===== config.mk =====
export PLATFORM = sky130hd
export DESIGN_NAME = hoi_cordic
export DESIGN_NICKNAME = d
export VERILOG_FILES = /design/src/hw/rtl/hoi_pkg.sv /design/src/hw/rtl/hoi_cordic.sv
export SDC_FILE = /design/constraint.sdc
export NUM_CORES = 1
export LEC_CHECK = 0
export ABC_AREA = 1
export BUFFER_PORTS_ARGS = -buffer_cell sky130_fd_sc_hd__clkbuf_2
export CAP_MARGIN = 20
export CORE_MARGIN = 2
export CORE_UTILIZATION = 45
export CTS_CLUSTER_DIAMETER = 30
export CTS_CLUSTER_SIZE = 8
export DETAILED_ROUTE_END_ITERATION = 6
export REMOVE_ABC_BUFFERS = 1
export SLEW_MARGIN = 30
export SYNTH_ARGS = -nofsm -noshare
export SYNTH_HDL_FRONTEND = slang
export SYNTH_SLANG_ARGS = --single-unit

===== constraint.sdc =====
create_clock -name clk -period 10.5 [get_ports clk]
set_input_delay 1.05 -clock clk [delete_from_list [all_inputs] [get_ports clk]]
set_output_delay 1.05 -clock clk [all_outputs]
set_load 0.005 [all_outputs]

===== src/hw/rtl/hoi_pkg.sv =====
`timescale 1ns / 1ps
`default_nettype none

package hoi_pkg;

  // Field widths
  localparam int VEL_W  = 24;
  localparam int DT_W   = 20;
  localparam int POS_W  = 48;
  localparam int ANG_W  = 32;
  localparam int TRIG_W = 32;

  // Shared multiplier: signed A by signed B
  localparam int MUL_A_W = 44;
  localparam int MUL_B_W = 25;
  localparam int MUL_P_W = MUL_A_W + MUL_B_W;

  // Rotated velocity (Q.32 m/s), per-tick displacement (Q.16 m)
  localparam int RX_W = 43;
  localparam int DP_W = 27;

  // CORDIC datapath width
  localparam int CORD_W = 34;

  localparam logic signed [CORD_W-1:0] GAIN_Q30    = 34'sd652032874;
  localparam logic signed [CORD_W-1:0] ONE_Q30     = 34'sd1073741824;
  localparam logic signed [CORD_W-1:0] NEG_ONE_Q30 = -34'sd1073741824;

  // Radians (2^-36) to binary angle scale, split for the narrow multiplier
  localparam logic [33:0] RAD_TO_TURN = 34'd10937044409;
  localparam logic [23:0] TURN_K_LO   = RAD_TO_TURN[23:0];
  localparam logic [9:0]  TURN_K_HI   = RAD_TO_TURN[33:24];

  // Half LSB of the displacement, for round half up
  localparam logic signed [MUL_P_W-1:0] DISP_RND = 69'sd34359738368;

  localparam logic signed [POS_W-1:0] POS_MAX = {1'b0, {(POS_W-1){1'b1}}};
  localparam logic signed [POS_W-1:0] POS_MIN = {1'b1, {(POS_W-1){1'b0}}};

  typedef struct packed {
    logic                     done;
    logic signed [TRIG_W-1:0] sin_v;
    logic signed [TRIG_W-1:0] cos_v;
  } hoi_trig_t;

  // atan(2^-i) as a binary angle
  function automatic logic [ANG_W-1:0] atan_step(input logic [4:0] idx);
    logic [ANG_W-1:0] v;
    case (idx)
      5'd0:  v = 32'h20000000;
      5'd1:  v = 32'h12E4051D;
      5'd2:  v = 32'h09FB385B;
      5'd3:  v = 32'h051111D4;
      5'd4:  v = 32'h028B0D43;
      5'd5:  v = 32'h0145D7E1;
      5'd6:  v = 32'h00A2F61E;
      5'd7:  v = 32'h00517C55;
      5'd8:  v = 32'h0028BE53;
      5'd9:  v = 32'h00145F2E;
      5'd10: v = 32'h000A2F98;
      5'd11: v = 32'h000517CC;
      5'd12: v = 32'h00028BE6;
      5'd13: v = 32'h000145F3;
      5'd14: v = 32'h0000A2F9;
      5'd15: v = 32'h0000517C;
      5'd16: v = 32'h000028BE;
      5'd17: v = 32'h0000145F;
      5'd18: v = 32'h00000A2F;
      5'd19: v = 32'h00000517;
      5'd20: v = 32'h0000028B;
      5'd21: v = 32'h00000145;
      5'd22: v = 32'h000000A2;
      5'd23: v = 32'h00000051;
      5'd24: v = 32'h00000028;
      5'd25: v = 32'h00000014;
      5'd26: v = 32'h0000000A;
      5'd27: v = 32'h00000005;
      5'd28: v = 32'h00000002;
      5'd29: v = 32'h00000001;
      default: v = 32'h00000000;
    endcase
    return v;
  endfunction

  function automatic logic signed [TRIG_W-1:0] clamp_q30(
    input logic signed [CORD_W-1:0] v
  );
    logic signed [TRIG_W-1:0] r;
    if (v > ONE_Q30) begin
      r = ONE_Q30[TRIG_W-1:0];
    end else if (v < NEG_ONE_Q30) begin
      r = NEG_ONE_Q30[TRIG_W-1:0];
    end else begin
      r = v[TRIG_W-1:0];
    end
    return r;
  endfunction

endpackage

`default_nettype wire


===== src/hw/rtl/hoi_cordic.sv =====
`timescale 1ns / 1ps
`default_nettype none

// Iterative CORDIC, rotation mode: one micro-rotation per cycle.
module hoi_cordic import hoi_pkg::*; #(
  parameter int STEPS = 24
) (
  input  logic             clk,
  input  logic             rst,
  input  logic             start,
  input  logic [ANG_W-1:0] angle,
  output hoi_trig_t        trig
);

  localparam logic [4:0] LAST_IDX = 5'(STEPS - 1);

  logic                     busy;
  logic                     done;
  logic                     flip;
  logic                     fold;
  logic [4:0]               idx;
  logic [ANG_W-1:0]         folded;
  logic signed [CORD_W-1:0] x, y, z;
  logic signed [CORD_W-1:0] x_sh, y_sh, atan_ext;
  logic signed [CORD_W-1:0] x_next, y_next, z_next;
  logic signed [CORD_W-1:0] x_fin, y_fin;

  always_comb begin
    // fold the second and third quadrants by a half turn
    fold   = (angle[ANG_W-1:ANG_W-2] == 2'b01) || (angle[ANG_W-1:ANG_W-2] == 2'b10);
    folded = angle ^ {fold, {(ANG_W-1){1'b0}}};

    x_sh     = x >>> idx;
    y_sh     = y >>> idx;
    atan_ext = $signed({{(CORD_W-ANG_W){1'b0}}, atan_step(idx)});

    if (!z[CORD_W-1]) begin
      x_next = x - y_sh;
      y_next = y + x_sh;
      z_next = z - atan_ext;
    end else begin
      x_next = x + y_sh;
      y_next = y - x_sh;
      z_next = z + atan_ext;
    end

    x_fin = flip ? -x : x;
    y_fin = flip ? -y : y;

    trig.done  = done;
    trig.cos_v = clamp_q30(x_fin);
    trig.sin_v = clamp_q30(y_fin);
  end

  always_ff @(posedge clk) begin
    if (rst) begin
      busy <= 1'b0;
      done <= 1'b0;
      idx  <= '0;
    end else begin
      done <= 1'b0;
      if (start && !busy) begin
        busy <= 1'b1;
        idx  <= '0;
      end else if (busy) begin
        idx <= idx + 5'd1;
        if (idx == LAST_IDX) begin
          busy <= 1'b0;
          done <= 1'b1;
        end
      end
    end
  end

  always_ff @(posedge clk) begin
    if (start && !busy) begin
      x    <= GAIN_Q30;
      y    <= '0;
      z    <= $signed({{(CORD_W-ANG_W){folded[ANG_W-1]}}, folded});
      flip <= fold;
    end else if (busy) begin
      x <= x_next;
      y <= y_next;
      z <= z_next;
    end
  end

endmodule

`default_nettype wire


==> results.md, run 1 <==
* Post-layout min period at 6.191 ns
* Cell taking the most area after synthesis: nand2_1
* Fmax at between 0.15 and 0.2 GHz
* Post-route ant nets at 0
* Gpl congestion at about 0.97
* Placed inst area at just under 20,000 sq um
* Top cell by count, worst path: nand3_1
* Final nets at about 3,300
* Final critical-path setup slack at 4.309 ns
* EDFF count, synth at 35
* Die width at 208.7 um
* Iter 0 DRT Violations at 1,795
* Sequential area share after synthesis at 0.1672
* Cell Int Power at about 3100 uW
* Worst-path clk slew at approximately 0.07 ns
* Die H at 208.7 um
* Top-Level Pins at 100
* Max clock buf depth at 2
* # hold bufs at CTS at 0
* Period utilization at 0.5896
* H-tree depth at 4
* PwrDens at between 300 and 400 nW/um^2
* Vias in the first global route at slightly below 20,000
* Mapped Area at about 19,000 sq um
* DR DRC count at 0
* Most used flip-flop cell after synthesis: dfxtp_1
* RSZ-0062 raised after global routing: false
* Crit. Startpoint: idx[1]
* Hold path startpoint: y[31]
* Syn. warnings at 0
* Status: completed
* Startpoint Class: flip-flop
* FP Rows at 75
* Skew-Pair Late Insertion Delay at 0.49 ns
* Synth async-reset ratio at 0
* Crit path largest cell delay at around 0.57 ns
* CTS buffer count at 17
* Combinational Power Share at 0.760
* Clk root buf: clkbuf_16
* Worst slew pin tran at 1.015 ns
* DR pass1 iterations at 6
* Max_slew headroom at 0.3226
* Count of different cell masters after synthesis at between 60 and 70
* Worst min path class: reg2reg
* Initial antenna violation count at 1
* Largest net degree at the start of global routing at between 70 and 80
* Inst Count DP at approximately 3,700
* CTS tree: built
* Top cell type's share of synthesized area at 0.1534
* Buffers on Ports at 99
* Mapped Avg Cell Area at 5.966 sq um
* # fillers at ~4,600
* Post-CTS resize count at 0
* CTS Sinks at 140
* Detailed-route wire length at 65,050 um
* Worst path required time at between 10 and 15 ns
* Synth Instances at roughly 3,200
* Max-slew violations at 0
* Dpl ws at around 4.5 ns
* Critical path's slowest cell: buf_4
* DR vias/cell at 5.657
* Max-Cap Viols at 0
* Total net switching power at ~4100 uW
* Sequential Power Share at 0.152
* Core Region at 41,670 sq um
* Total number of vias at between 20,000 and 25,000
* Sw frac at 0.5697
* Post-route cell area at about 20,000 sq um
* DR WL/cell at approximately 17 um
* Final total negative setup slack at 0 ns
* Area grow syn2layout at 6.872%
* Synth top area cells: nand2_1 (15%), nand3_1 (12%), dfxtp_1 (11%), ha_1 (7.6%), xor2_1 (6.3%)
* Post-Layout Cell Count at approximately 3,700
* Post-synthesis register bit count at 140
* Share of layout cells above drive strength 1 at 0.08588
* Global-route wire length before repair at between 100,000 and 150,000 um
* Worst Setup End Kind: flip-flop
* Crit Path Class: reg2reg
* Critical Path AT at ~6.6 ns
* Number of setup violations in the final report at 0
* Total GRT Usage at 0.2953
* Setup bufs post-CTS at 0
* Final setup skew at 0.01187 ns
* VDD IR max at 206.2 uV
* Congestion Overflow GR at 0
* Ant diodes at 0
* Reg-to-Reg Start: idx[1]
* Dpl hpwl at around 51,000 um
* Final hold violations at 0
* Worst Path Max Fanout at 67
* Starting Density at 0.4527
* Post-Route Utilization at 0.4838
* Clk pwr share at 0.088
* Pleak at just under 0.01 uW
* Die area at about 44,000 sq um
## final timing paths
check / slack, ns / depth (start not counted) / endpoint
setup / recovery: 4.31 / 30 / x[33]
hold / removal: 0.51 / 2 / y[31]
setup reg to reg: 4.31 / 30 / x[33]
hold reg to reg: 0.51 / 2 / y[31]
## metrics by stage
step | hold WS [ns] | total power [uW]
floorplan | 0.4778 | 5114
global placement | 0.5064 | 6423
detailed placement | 0.5064 | 6495
CTS | 0.5192 | 7168
global route | 0.5783 | 8009
finish | 0.5119 | 7198
## cells by family after synthesis
family,after synthesis,share of synthesized area
simple gates,1714,0.4026
flops,140,0.1672
compound gates,572,0.1720
xor+xnor,181,0.08444
buf+inv,438,0.09505
fa+ha+maj,117,0.07880
## critical path: cells and delay by family, from the launching register on
family | cells | cell delay [ns]
AO/OA/AOI/OAI | 5 | 0.74
XOR/XNOR | 1 | 0.28
flip-flops | 1 | 0.31
AND/OR/NAND/NOR | 18 | 2.84
buffers and inverters | 5 | 1.60
adder cells (fa/ha/maj) | 1 | 0.25
## power groups by stage
stage	Clock (uW)	Combinational [uW]	Sequential, uW
2_1_floorplan	0	4130	985
3_3_place_gp	0	5320	1100
3_5_place_dp	0	5400	1100
4_1_cts	655	5420	1090
5_1_grt	673	6220	1110
6_report	637	5470	1090
## cells in the final DEF (no fill, tap or decap), types with 6 or more instances in the layout
cell type,n
nor2_1,293
a21boi_0,19
nand3_2,14
o21ai_0,199
or2_2,11
dfxtp_1,101
a21o_1,12
nor2_4,8
nand3_1,465
o211ai_1,7
a21boi_2,10
xnor2_1,44
o22ai_1,20
inv_1,288
clkbuf_2,99
o21bai_1,6
xor2_1,136
o21ai_1,14
nor3_1,40
nand2_2,31
nor4_1,13
inv_2,9
clkbuf_16,19
ha_1,114
a21oi_1,214
nor2_2,15
nand4_1,32
a21boi_1,7
nand3b_1,6
nand2_1,770
o21ai_2,6
o21a_1,10
a31oi_1,22
buf_4,21
edfxtp_1,35
## registers in the layout, indices dropped and copies added, names as in the netlist
name and flops:
x 34, z 34, flip 1, busy 1
done 1, idx 5, y 34, atan_ext 30
## synthesized netlist by cell type, drive strengths merged (10+ instances only)
cell type,count
nor2,316
nand4,33
inv,297
a21o,12
edfxtp,35
o21a,10
xor2,137
o21ai,219
nand3,480
a21oi,214
or2,11
a21boi,36
clkbuf,57
a31oi,22
nor3,44
dfxtp,105
o22ai,20
nor4,13
nand2,805
xnor2,44
ha,114
buf,79
## per-layer routing
layer / track usage / vias up / share of wire
met5: 0 / - / 0
met4: 0.1032 / 0 / 0.029
met3: 0.04028 / 106 / 0.048
met2: 0.4949 / 625 / 0.47
met1: 0.3885 / 9707 / 0.46
li1: - / 10600 / -
## cell type report
class / instances / area, sq um / share of cell area
flip-flops and latches: 140 / 3158 / 0.1567
multi-input cells: 2584 / 13930 / 0.6909
clock buffers: 22 / 496.7 / 0.02464
repair buffers: 121 / 666.9 / 0.03308
clock inverters: 10 / 100.1 / 0.004965
inverters: 302 / 1136 / 0.05636
well taps: 539 / 674.4 / 0.03345
No activity file was read; power rests on OpenSTA's default activity.
==> run 2, diff against run 1 <==
- ABC_AREA: 1 -> 0
- clock period: 10.5 -> 5.95 ns (I/O delays scaled with it)
==> run 2 against run 1 <==
Setup slack got worse by 4.0 ns. Cell count decreased by 13%. Global-route usage increased by 2.0 points. Design area increased by 9.7%. Critical path type unchanged. Critical endpoint is now y[33]. Largest power group unchanged.
==> results.md, run 2 <==
* Top cell type's share of synthesized area at 0.1077 (-0.04568)
* Post-synthesis compound-gate area fraction at 0.2490 (+0.07696)
* Most used flip-flop cell after synthesis: dfxtp_1
* Max_slew headroom at 0.3441 (+0.02151)
* DR WL/cell at 22.00 um (+26%)
* Die width at 212.2 um (+1.7%)
* Placed inst area at 21,370 sq um (+9.3%)
* Mapped Area at 19,510 sq um (+3.4%)
* Crit Path Class: reg2reg
* FP Rows at 76 (+1.3%)
* Post-synthesis register bit count at 140 (unchanged)
* Final nets at 2,795 (-16%)
* Worst path required time at 6.33 ns (-4.56 ns)
* DR vias/cell at 6.251 (+11%)
* Largest registers: x (34), y (34), z (34)
* Largest net degree at the start of global routing at 85 (+18%)
* CTS buffer count at 17 (unchanged)
* Worst Path Max Fanout at 12 (-82%)
* Skew-Pair Late Insertion Delay at 0.49 ns (about the same)
* Area of the multi-input gates at 15,370 sq um (+10%)
* Initial antenna violation count at 0 (-1)
* Congestion Overflow GR at 0 (unchanged)
* Worst-path clk slew at 0.07 ns (about the same)
* Crit-path leading delay family: compound AO/OA/AOI/OAI gates
* Most numerous cell in the Yosys netlist: nand2_1
* Number of setup violations in the final report at 0 (unchanged)
* Count of different cell masters after synthesis at 89 (+37%)
* Register-to-Register Path Depth at 21 (-30%)
* Worst min path class: in2reg
* PwrDens at 619.7 nW/um^2 (+74%)
* Iter 0 DRT Violations at 1,664 (-7.3%)
* Max-slew violations at 0 (unchanged)
* Synth Instances at 2,524 (-20%)
* Post-route cell area at 22,120 sq um (+9.7%)
* Die area at 45,040 sq um (+3.4%)
* Sequential area share after synthesis at 0.1616 (-0.005542)
* H-tree depth at 4 (unchanged)
* Crit path buffers/inverters at 2 (-3)
* Gpl congestion at 1.006 (+3.3%)
* Total GRT Usage at 0.3150 (+0.01970)
* Clk root buf: clkbuf_16
* Synth async-reset ratio at 0 (unchanged)
* Global-route wire length before repair at 109,400 um (+5.8%)
* Post-layout min period at 5.642 ns (-0.5496 ns)
* Syn. warnings at 0 (unchanged)
* Hold path startpoint: angle[1]
* # fillers at 4,239 (-7.2%)
* Startpoint Class: flip-flop
* Cell taking the most area after synthesis: dfxtp_1
* Hold_ws at 0.3694 ns (-0.1425 ns)
* Post-synthesis mux area share at 0.1419 (+0.1419)
* Status: completed
* Die H at 212.2 um (+1.7%)
* Dpl ws at 0.1677 ns (-4.338 ns)
* Hold Path End: z[1]
* DR pass1 iterations at 5 (-1)
* Fmax at 0.1773 GHz (+9.7%)
* R2r setup slk at 0.31 ns (-4.00 ns)
* # hold bufs at CTS at 0 (unchanged)
* Capture point of the worst reg-to-reg path: y[33]
* Final critical-path setup slack at 0.3084 ns (-4.000 ns)
* Post-synthesis xor/xnor area fraction at 0.1064 (+0.02196)
* Vias in the first global route at 18,970 (-2.5%)
* Period utilization at 0.9482 (+0.3585)
* Storage cell area at 3169 sq um (+0.36%)
* Core Region at 42,980 sq um (+3.2%)
* CTS tree: built
* Combinational family with the most area after synthesis: compound AO/OA/AOI/OAI gates
* VDD IR max at 270.3 uV (+31%)
* CP cell instances: buf_4 -> mux4_2 -> a221oi_1 -> o221ai_1 -> or3b_2 -> nor3_2 -> and2_1 -> a41oi_1 -> xor2_1 -> ha_1 -> a21o_1 -> a21oi_1 -> nor2b_1 -> nor4_2 -> a211oi_1 -> buf_4 -> o21ai_0 -> o2111ai_1 -> o211ai_1 -> xnor2_1 -> a22o_1
* Top-Level Pins at 100 (unchanged)
* Final hold violations at 0 (unchanged)
* Commonest cells in the synthesized netlist: nand2_1 (270), nor2_1 (258), a21oi_1 (198)
* Synth top area cells: dfxtp_1 (11%), mux4_2 (9.2%), xor2_1 (7.5%), ha_1 (7.3%), edfxtp_1 (5.4%)
* EDFF count, synth at 35 (unchanged)
* Dpl hpwl at 54,940 um (+8.3%)
* Crit path largest cell delay at 0.56 ns (about the same)
* Worst slew pin tran at 0.9748 ns (-0.04014 ns)
* Critical path's slowest cell: mux4_2
* Adder-cell share of the synthesized area at 0.07619 (-0.002613)
* Worst Setup End Kind: flip-flop
* Share of layout cells above drive strength 1 at 0.1860 (+0.1001)
* Max-Cap Viols at 0 (unchanged)
* Critical Path AT at 6.02 ns (-0.56 ns)
* CTS Sinks at 140 (unchanged)
* Post-route ant nets at 0 (unchanged)
* Ant diodes at 0 (unchanged)
* Simple-Gate Fraction of Synth Area at 0.2114 (-0.1912)
* Area grow syn2layout at 13.37%
* Total number of vias at 20,260 (-3.7%)
* Max clock buf depth at 2 (unchanged)
* Pleak at 0.009160 uW (-6.2%)
* Most frequent standard cell in the layout excluding fill and tap cells: nand2_1
* Most frequent cells in the layout: nand2_1 (270), nor2_1 (257), a21oi_1 (195), buf_4 (177), o21ai_0 (173)
* RSZ-0062 raised after global routing: false
* Buffers on Ports at 99 (unchanged)
* Mapped Avg Cell Area at 7.730 sq um (+30%)
* Hold path depth at 3 (+1)
* Reg-to-Reg Start: idx[0]
* Detailed-route wire length at 71,290 um (+9.6%)
* DR DRC count at 0 (unchanged)
* Starting Density at 0.4539 (+0.001186)
* Post-Route Utilization at 0.5146 (+0.03077)
* Final setup skew at 0.01234 ns (+0.0004699 ns)
* Top cell by count, worst path: buf_4
-- run 2: cell count changes in the layout (fill, tap and decap cells not counted), moves of 29 or more --
cell,before,now
nand2b_1,0,41
mux2i_1,0,54
inv_1,288,53
nand3_1,465,43
nand2_2,31,0
mux2_2,0,34
a21o_1,12,51
xor2_1,136,166
buf_4,21,177
o31ai_1,4,33
mux4_2,0,80
nor2_1,293,257
nand2_1,770,270
-- run 2: per-layer routing --
metal,track usage,vias to the layer above,wire length (um)
li1,-,9582,-
met1,0.4193,9752,31930
met2,0.5070,787,32200
met3,0.04653,140,4413
met4,0.1384,0,2746
met5,0,-,0
-- run 2: worst max path at each step --
stage	startpoint	end	slack, ns	cells past startpoint
3_3_place_gp	idx[1]	y[30]	0.14	21
4_1_cts	idx[1]	y[31]	0.11	23
3_5_place_dp	idx[1]	y[32]	0.17	21
2_1_floorplan	idx[0]	y[30]	-2.24	19
5_1_grt	idx[0]	y[30]	0.005	21
6_report	idx[0]	y[33]	0.31	21
-- run 2: final cells by class --
type                    count  share of cell area
clock buffers              18             0.01940
flip-flops and latches    140              0.1433
well taps                 585             0.03309
multi-input cells        2139              0.6951
inverters                  58            0.009956
clock inverters            14            0.007184
repair buffers            287             0.09198
-- run 2: through the flow --
step                      total power [uW]  cells  setup TNS, ns
after CTS                            13550   3228              0
after detailed placement             12330   3196              0
after global routing                 14920   3241              0
after floorplan                       9319   2337         -93.53
after global placement               12230   3196              0
final                                13710   3241              0
-- run 2: report_power, final --
part,switching (uW),leakage (uW),total (uW),internal (uW)
Sequential,557,0.00122,1950,1390
Combinational,5980,0.00766,10600,4650
Clock,508,0.000278,1130,624
Total,7050,0.00916,13700,6660
-- run 2: what timing repair did --
| item | CTS | global route |
|---|---|---|
| setup endpoints to repair | 0 | 19 |
| buffers inserted | 0 | 13 |
| gates resized for setup | 0 | 9 |
| hold endpoints to repair | 0 | 0 |
-- run 2: worst min-delay path: stages --
cell	delay, ns
clkbuf_2	0.08
nand2_1	0.04
nand2_1	0.04
-- run 2: cell families (layout without fill, tap and decap cells) --
family          count (synthesis)  after routing
mux                           171            171
xor+xnor                      237            237
fa+ha+maj                     117            117
flops                         140            140
simple gates                  862            862
compound gates                752            752
buf+inv                       245            377
==> run 3, diff against run 2 <==
- REMOVE_ABC_BUFFERS: 1 -> default
- TNS_END_PERCENT: default -> 100
==> run 3 against run 2 <==
Die area stayed put. Critical endpoint is now x[33]. Combinational power hardly changed. Total power is 1.6% higher. Critical path depth is 1 lower. Hold slack worse by 0.0015 ns. Via count is 2.6% higher.
==> results.md, run 3 (synthesis gave the netlist of run 2 again) <==
* Max_slew headroom at 0.3723 (+0.02815)
* Total GRT Usage at 0.3293 (+0.01430)
* VDD IR max at 253.4 uV (-6.3%)
* Post-Route Utilization at 0.5097 (-0.004919)
* Register-to-Register Path Depth at 20 (-4.8%)
* Max-Cap Viols at 0 (unchanged)
* Critical path depth in cells at 20 (-4.8%)
* CTS tree: built
* Total number of vias at 20,800 (+2.6%)
* Max-slew violations at 0 (unchanged)
* Period utilization at 0.9512 (+0.003035)
* Most frequent cells in the layout: nand2_1 (270), nor2_1 (257), a21oi_1 (197), o21ai_0 (172), xor2_1 (166)
* Pleak at 0.009039 uW (-1.3%)
* Gpl congestion at 1.028 (+2.2%)
* Post-route ant nets at 0 (unchanged)
* Worst path required time at 6.28 ns (-0.05 ns)
* Starting Density at 0.4539 (unchanged)
* # hold bufs at CTS at 0 (unchanged)
* Final hold violations at 0 (unchanged)
* Die H at 212.2 um (unchanged)
* Clk root buf: clkbuf_16
* RSZ-0062 raised after global routing: false
* Startpoint Class: flip-flop
* PwrDens at 636.0 nW/um^2 (+2.6%)
* Iter 0 DRT Violations at 2,286 (+37%)
* Global-route wire length before repair at 113,600 um (+3.8%)
* # fillers at 4,255 (+0.38%)
* Final nets at 2,764 (-1.1%)
* Crit path largest cell delay at 0.89 ns (+0.33 ns)
* Vias in the first global route at 19,490 (+2.8%)
* DR DRC count at 0 (unchanged)
* Worst-path clk slew at 0.07 ns (about the same)
* CTS buffer count at 17 (unchanged)
* Status: completed
* Crit-path leading delay family: compound AO/OA/AOI/OAI gates
* Post-Syn Nets at 2,676
* Largest registers: x (34), y (34), z (34)
* Crit. Startpoint: y[27]
* Buffers on Ports at 99 (unchanged)
* Critical path capture point: x[33]
* Top cell by count, worst path: and2_1
* CP cell instances: mux2i_1 -> mux4_2 -> mux2_2 -> o22a_1 -> and2_1 -> and4b_2 -> and2_1 -> o22a_1 -> o21ai_0 -> ha_1 -> and3_1 -> a221o_1 -> and2_1 -> nor4_1 -> a21oi_1 -> a21oi_1 -> and3_1 -> o31ai_1 -> xnor2_1 -> o21ai_0
* CTS Sinks at 140 (unchanged)
* Final critical-path setup slack at 0.2904 ns (-0.01806 ns)
* Share of layout cells above drive strength 1 at 0.1783 (-0.007708)
* DR WL/cell at 23.45 um (+6.6%)
* Worst slew pin tran at 0.9330 ns (-0.04183 ns)
* Reg-to-Reg Start: y[27]
* DR pass1 iterations at 6 (+1)
* Skew-Pair Late Insertion Delay at 0.47 ns (-0.02 ns)
* Critical path's slowest cell: dfxtp_1
* Post-layout min period at 5.660 ns (+0.01806 ns)
* FP Rows at 76 (unchanged)
* R2r setup slk at 0.29 ns (-0.02 ns)
* Initial antenna violation count at 1 (+1)
* Dpl hpwl at 57,760 um (+5.1%)
* Area grow syn2layout at 12.29%
* Max clock buf depth at 2 (unchanged)
* Worst Setup End Kind: flip-flop
* DR vias/cell at 6.479 (+3.6%)
* Die width at 212.2 um (unchanged)
* Final total negative setup slack at 0 ns (unchanged)
* Crit Path Class: reg2reg
* Congestion Overflow GR at 0 (unchanged)
* Largest net degree at the start of global routing at 111 (+31%)
* Final setup skew at 0.01255 ns (+0.0002091 ns)
* Detailed-route wire length at 75,260 um (+5.6%)
* Critical Path AT at 5.99 ns (-0.03 ns)
* Worst min path class: in2reg
* Die area at 45,040 sq um (unchanged)
* Capture point of the worst reg-to-reg path: x[33]
* Top-Level Pins at 100 (unchanged)
* Core Region at 42,980 sq um (unchanged)
* Worst Path Max Fanout at 17 (+5)
* Most frequent standard cell in the layout excluding fill and tap cells: nand2_1
* Ant diodes at 0 (unchanged)
* Fmax at 0.1767 GHz (-0.32%)
* Number of setup violations in the final report at 0 (unchanged)
* Dpl ws at 0.1673 ns (-0.0003730 ns)
* H-tree depth at 4 (unchanged)
* Crit path buffers/inverters at 0 (-2)
[run 3: area by class of cell]
cell class / count / area [sq um] / share of cell area
clock buffer: 19 / 454.2 / 0.02073
clock inverter: 13 / 102.6 / 0.004683
inverter: 58 / 217.7 / 0.009938
multi-input combinational: 2139 / 15400 / 0.7031
sequential: 140 / 3171 / 0.1447
tap: 585 / 732.0 / 0.03341
timing repair buffer: 256 / 1828 / 0.08344
[run 3: what timing repair did]
action | in CTS | in global routing
resized for setup | 0 | 18
setup endpoints to repair | 0 | 16
buffers inserted | 0 | 1
endpoints found under the hold margin | 0 | 0
[run 3: worst min-delay path by stage]
| stage | from | endpoint | cells past startpoint |
|---|---|---|---|
| after floorplan | y[0] | y[0] | 2 |
| after global placement | y[0] | y[0] | 2 |
| after detailed placement | y[0] | y[0] | 2 |
| after CTS | rst | busy | 2 |
| after global routing | angle[0] | z[0] | 3 |
| final | rst | busy | 2 |
[run 3: routing by layer]
layer | vias to the layer above | GRT usage | routed length [um] | part of all wire
met5 | - | 0 | 0 | 0
met4 | 0 | 0.1285 | 2693 | 0.036
met3 | 178 | 0.04948 | 6219 | 0.083
met2 | 1013 | 0.5391 | 34640 | 0.46
met1 | 10090 | 0.4367 | 31710 | 0.42
li1 | 9518 | - | - | -
[run 3: worst register-to-register path, stage by stage (launching register included)]
cell and delay [ns]:
dfxtp_1 0.89, mux2i_1 0.17, mux4_2 0.58, mux2_2 0.35, o22a_1 0.26, and2_1 0.17
and4b_2 0.28, and2_1 0.18, o22a_1 0.20, o21ai_0 0.27, ha_1 0.33, and3_1 0.17
a221o_1 0.38, and2_1 0.20, nor4_1 0.25, a21oi_1 0.15, a21oi_1 0.18, and3_1 0.21
o31ai_1 0.10, xnor2_1 0.13, o21ai_0 0.09
[run 3: stage by stage]
step	std cells	cell area, sq um	hold WS, ns	total power (uW)
after floorplan	2524	19510	0.4761	9435
after global placement	3175	21200	0.5286	12390
after detailed placement	3175	21210	0.5222	12540
after CTS	3207	21760	0.3514	13680
after global routing	3210	21910	0.3835	15000
final	3210	21910	0.3680	13930
[run 3: where the power goes]
part / internal [uW] / total, uW / leakage, uW / switching, uW
Sequential: 1390 / 2000 / 0.00122 / 605
Combinational: 4650 / 10900 / 0.00754 / 6220
Clock: 566 / 1070 / 0.000280 / 502
Total: 6610 / 13900 / 0.00904 / 7330
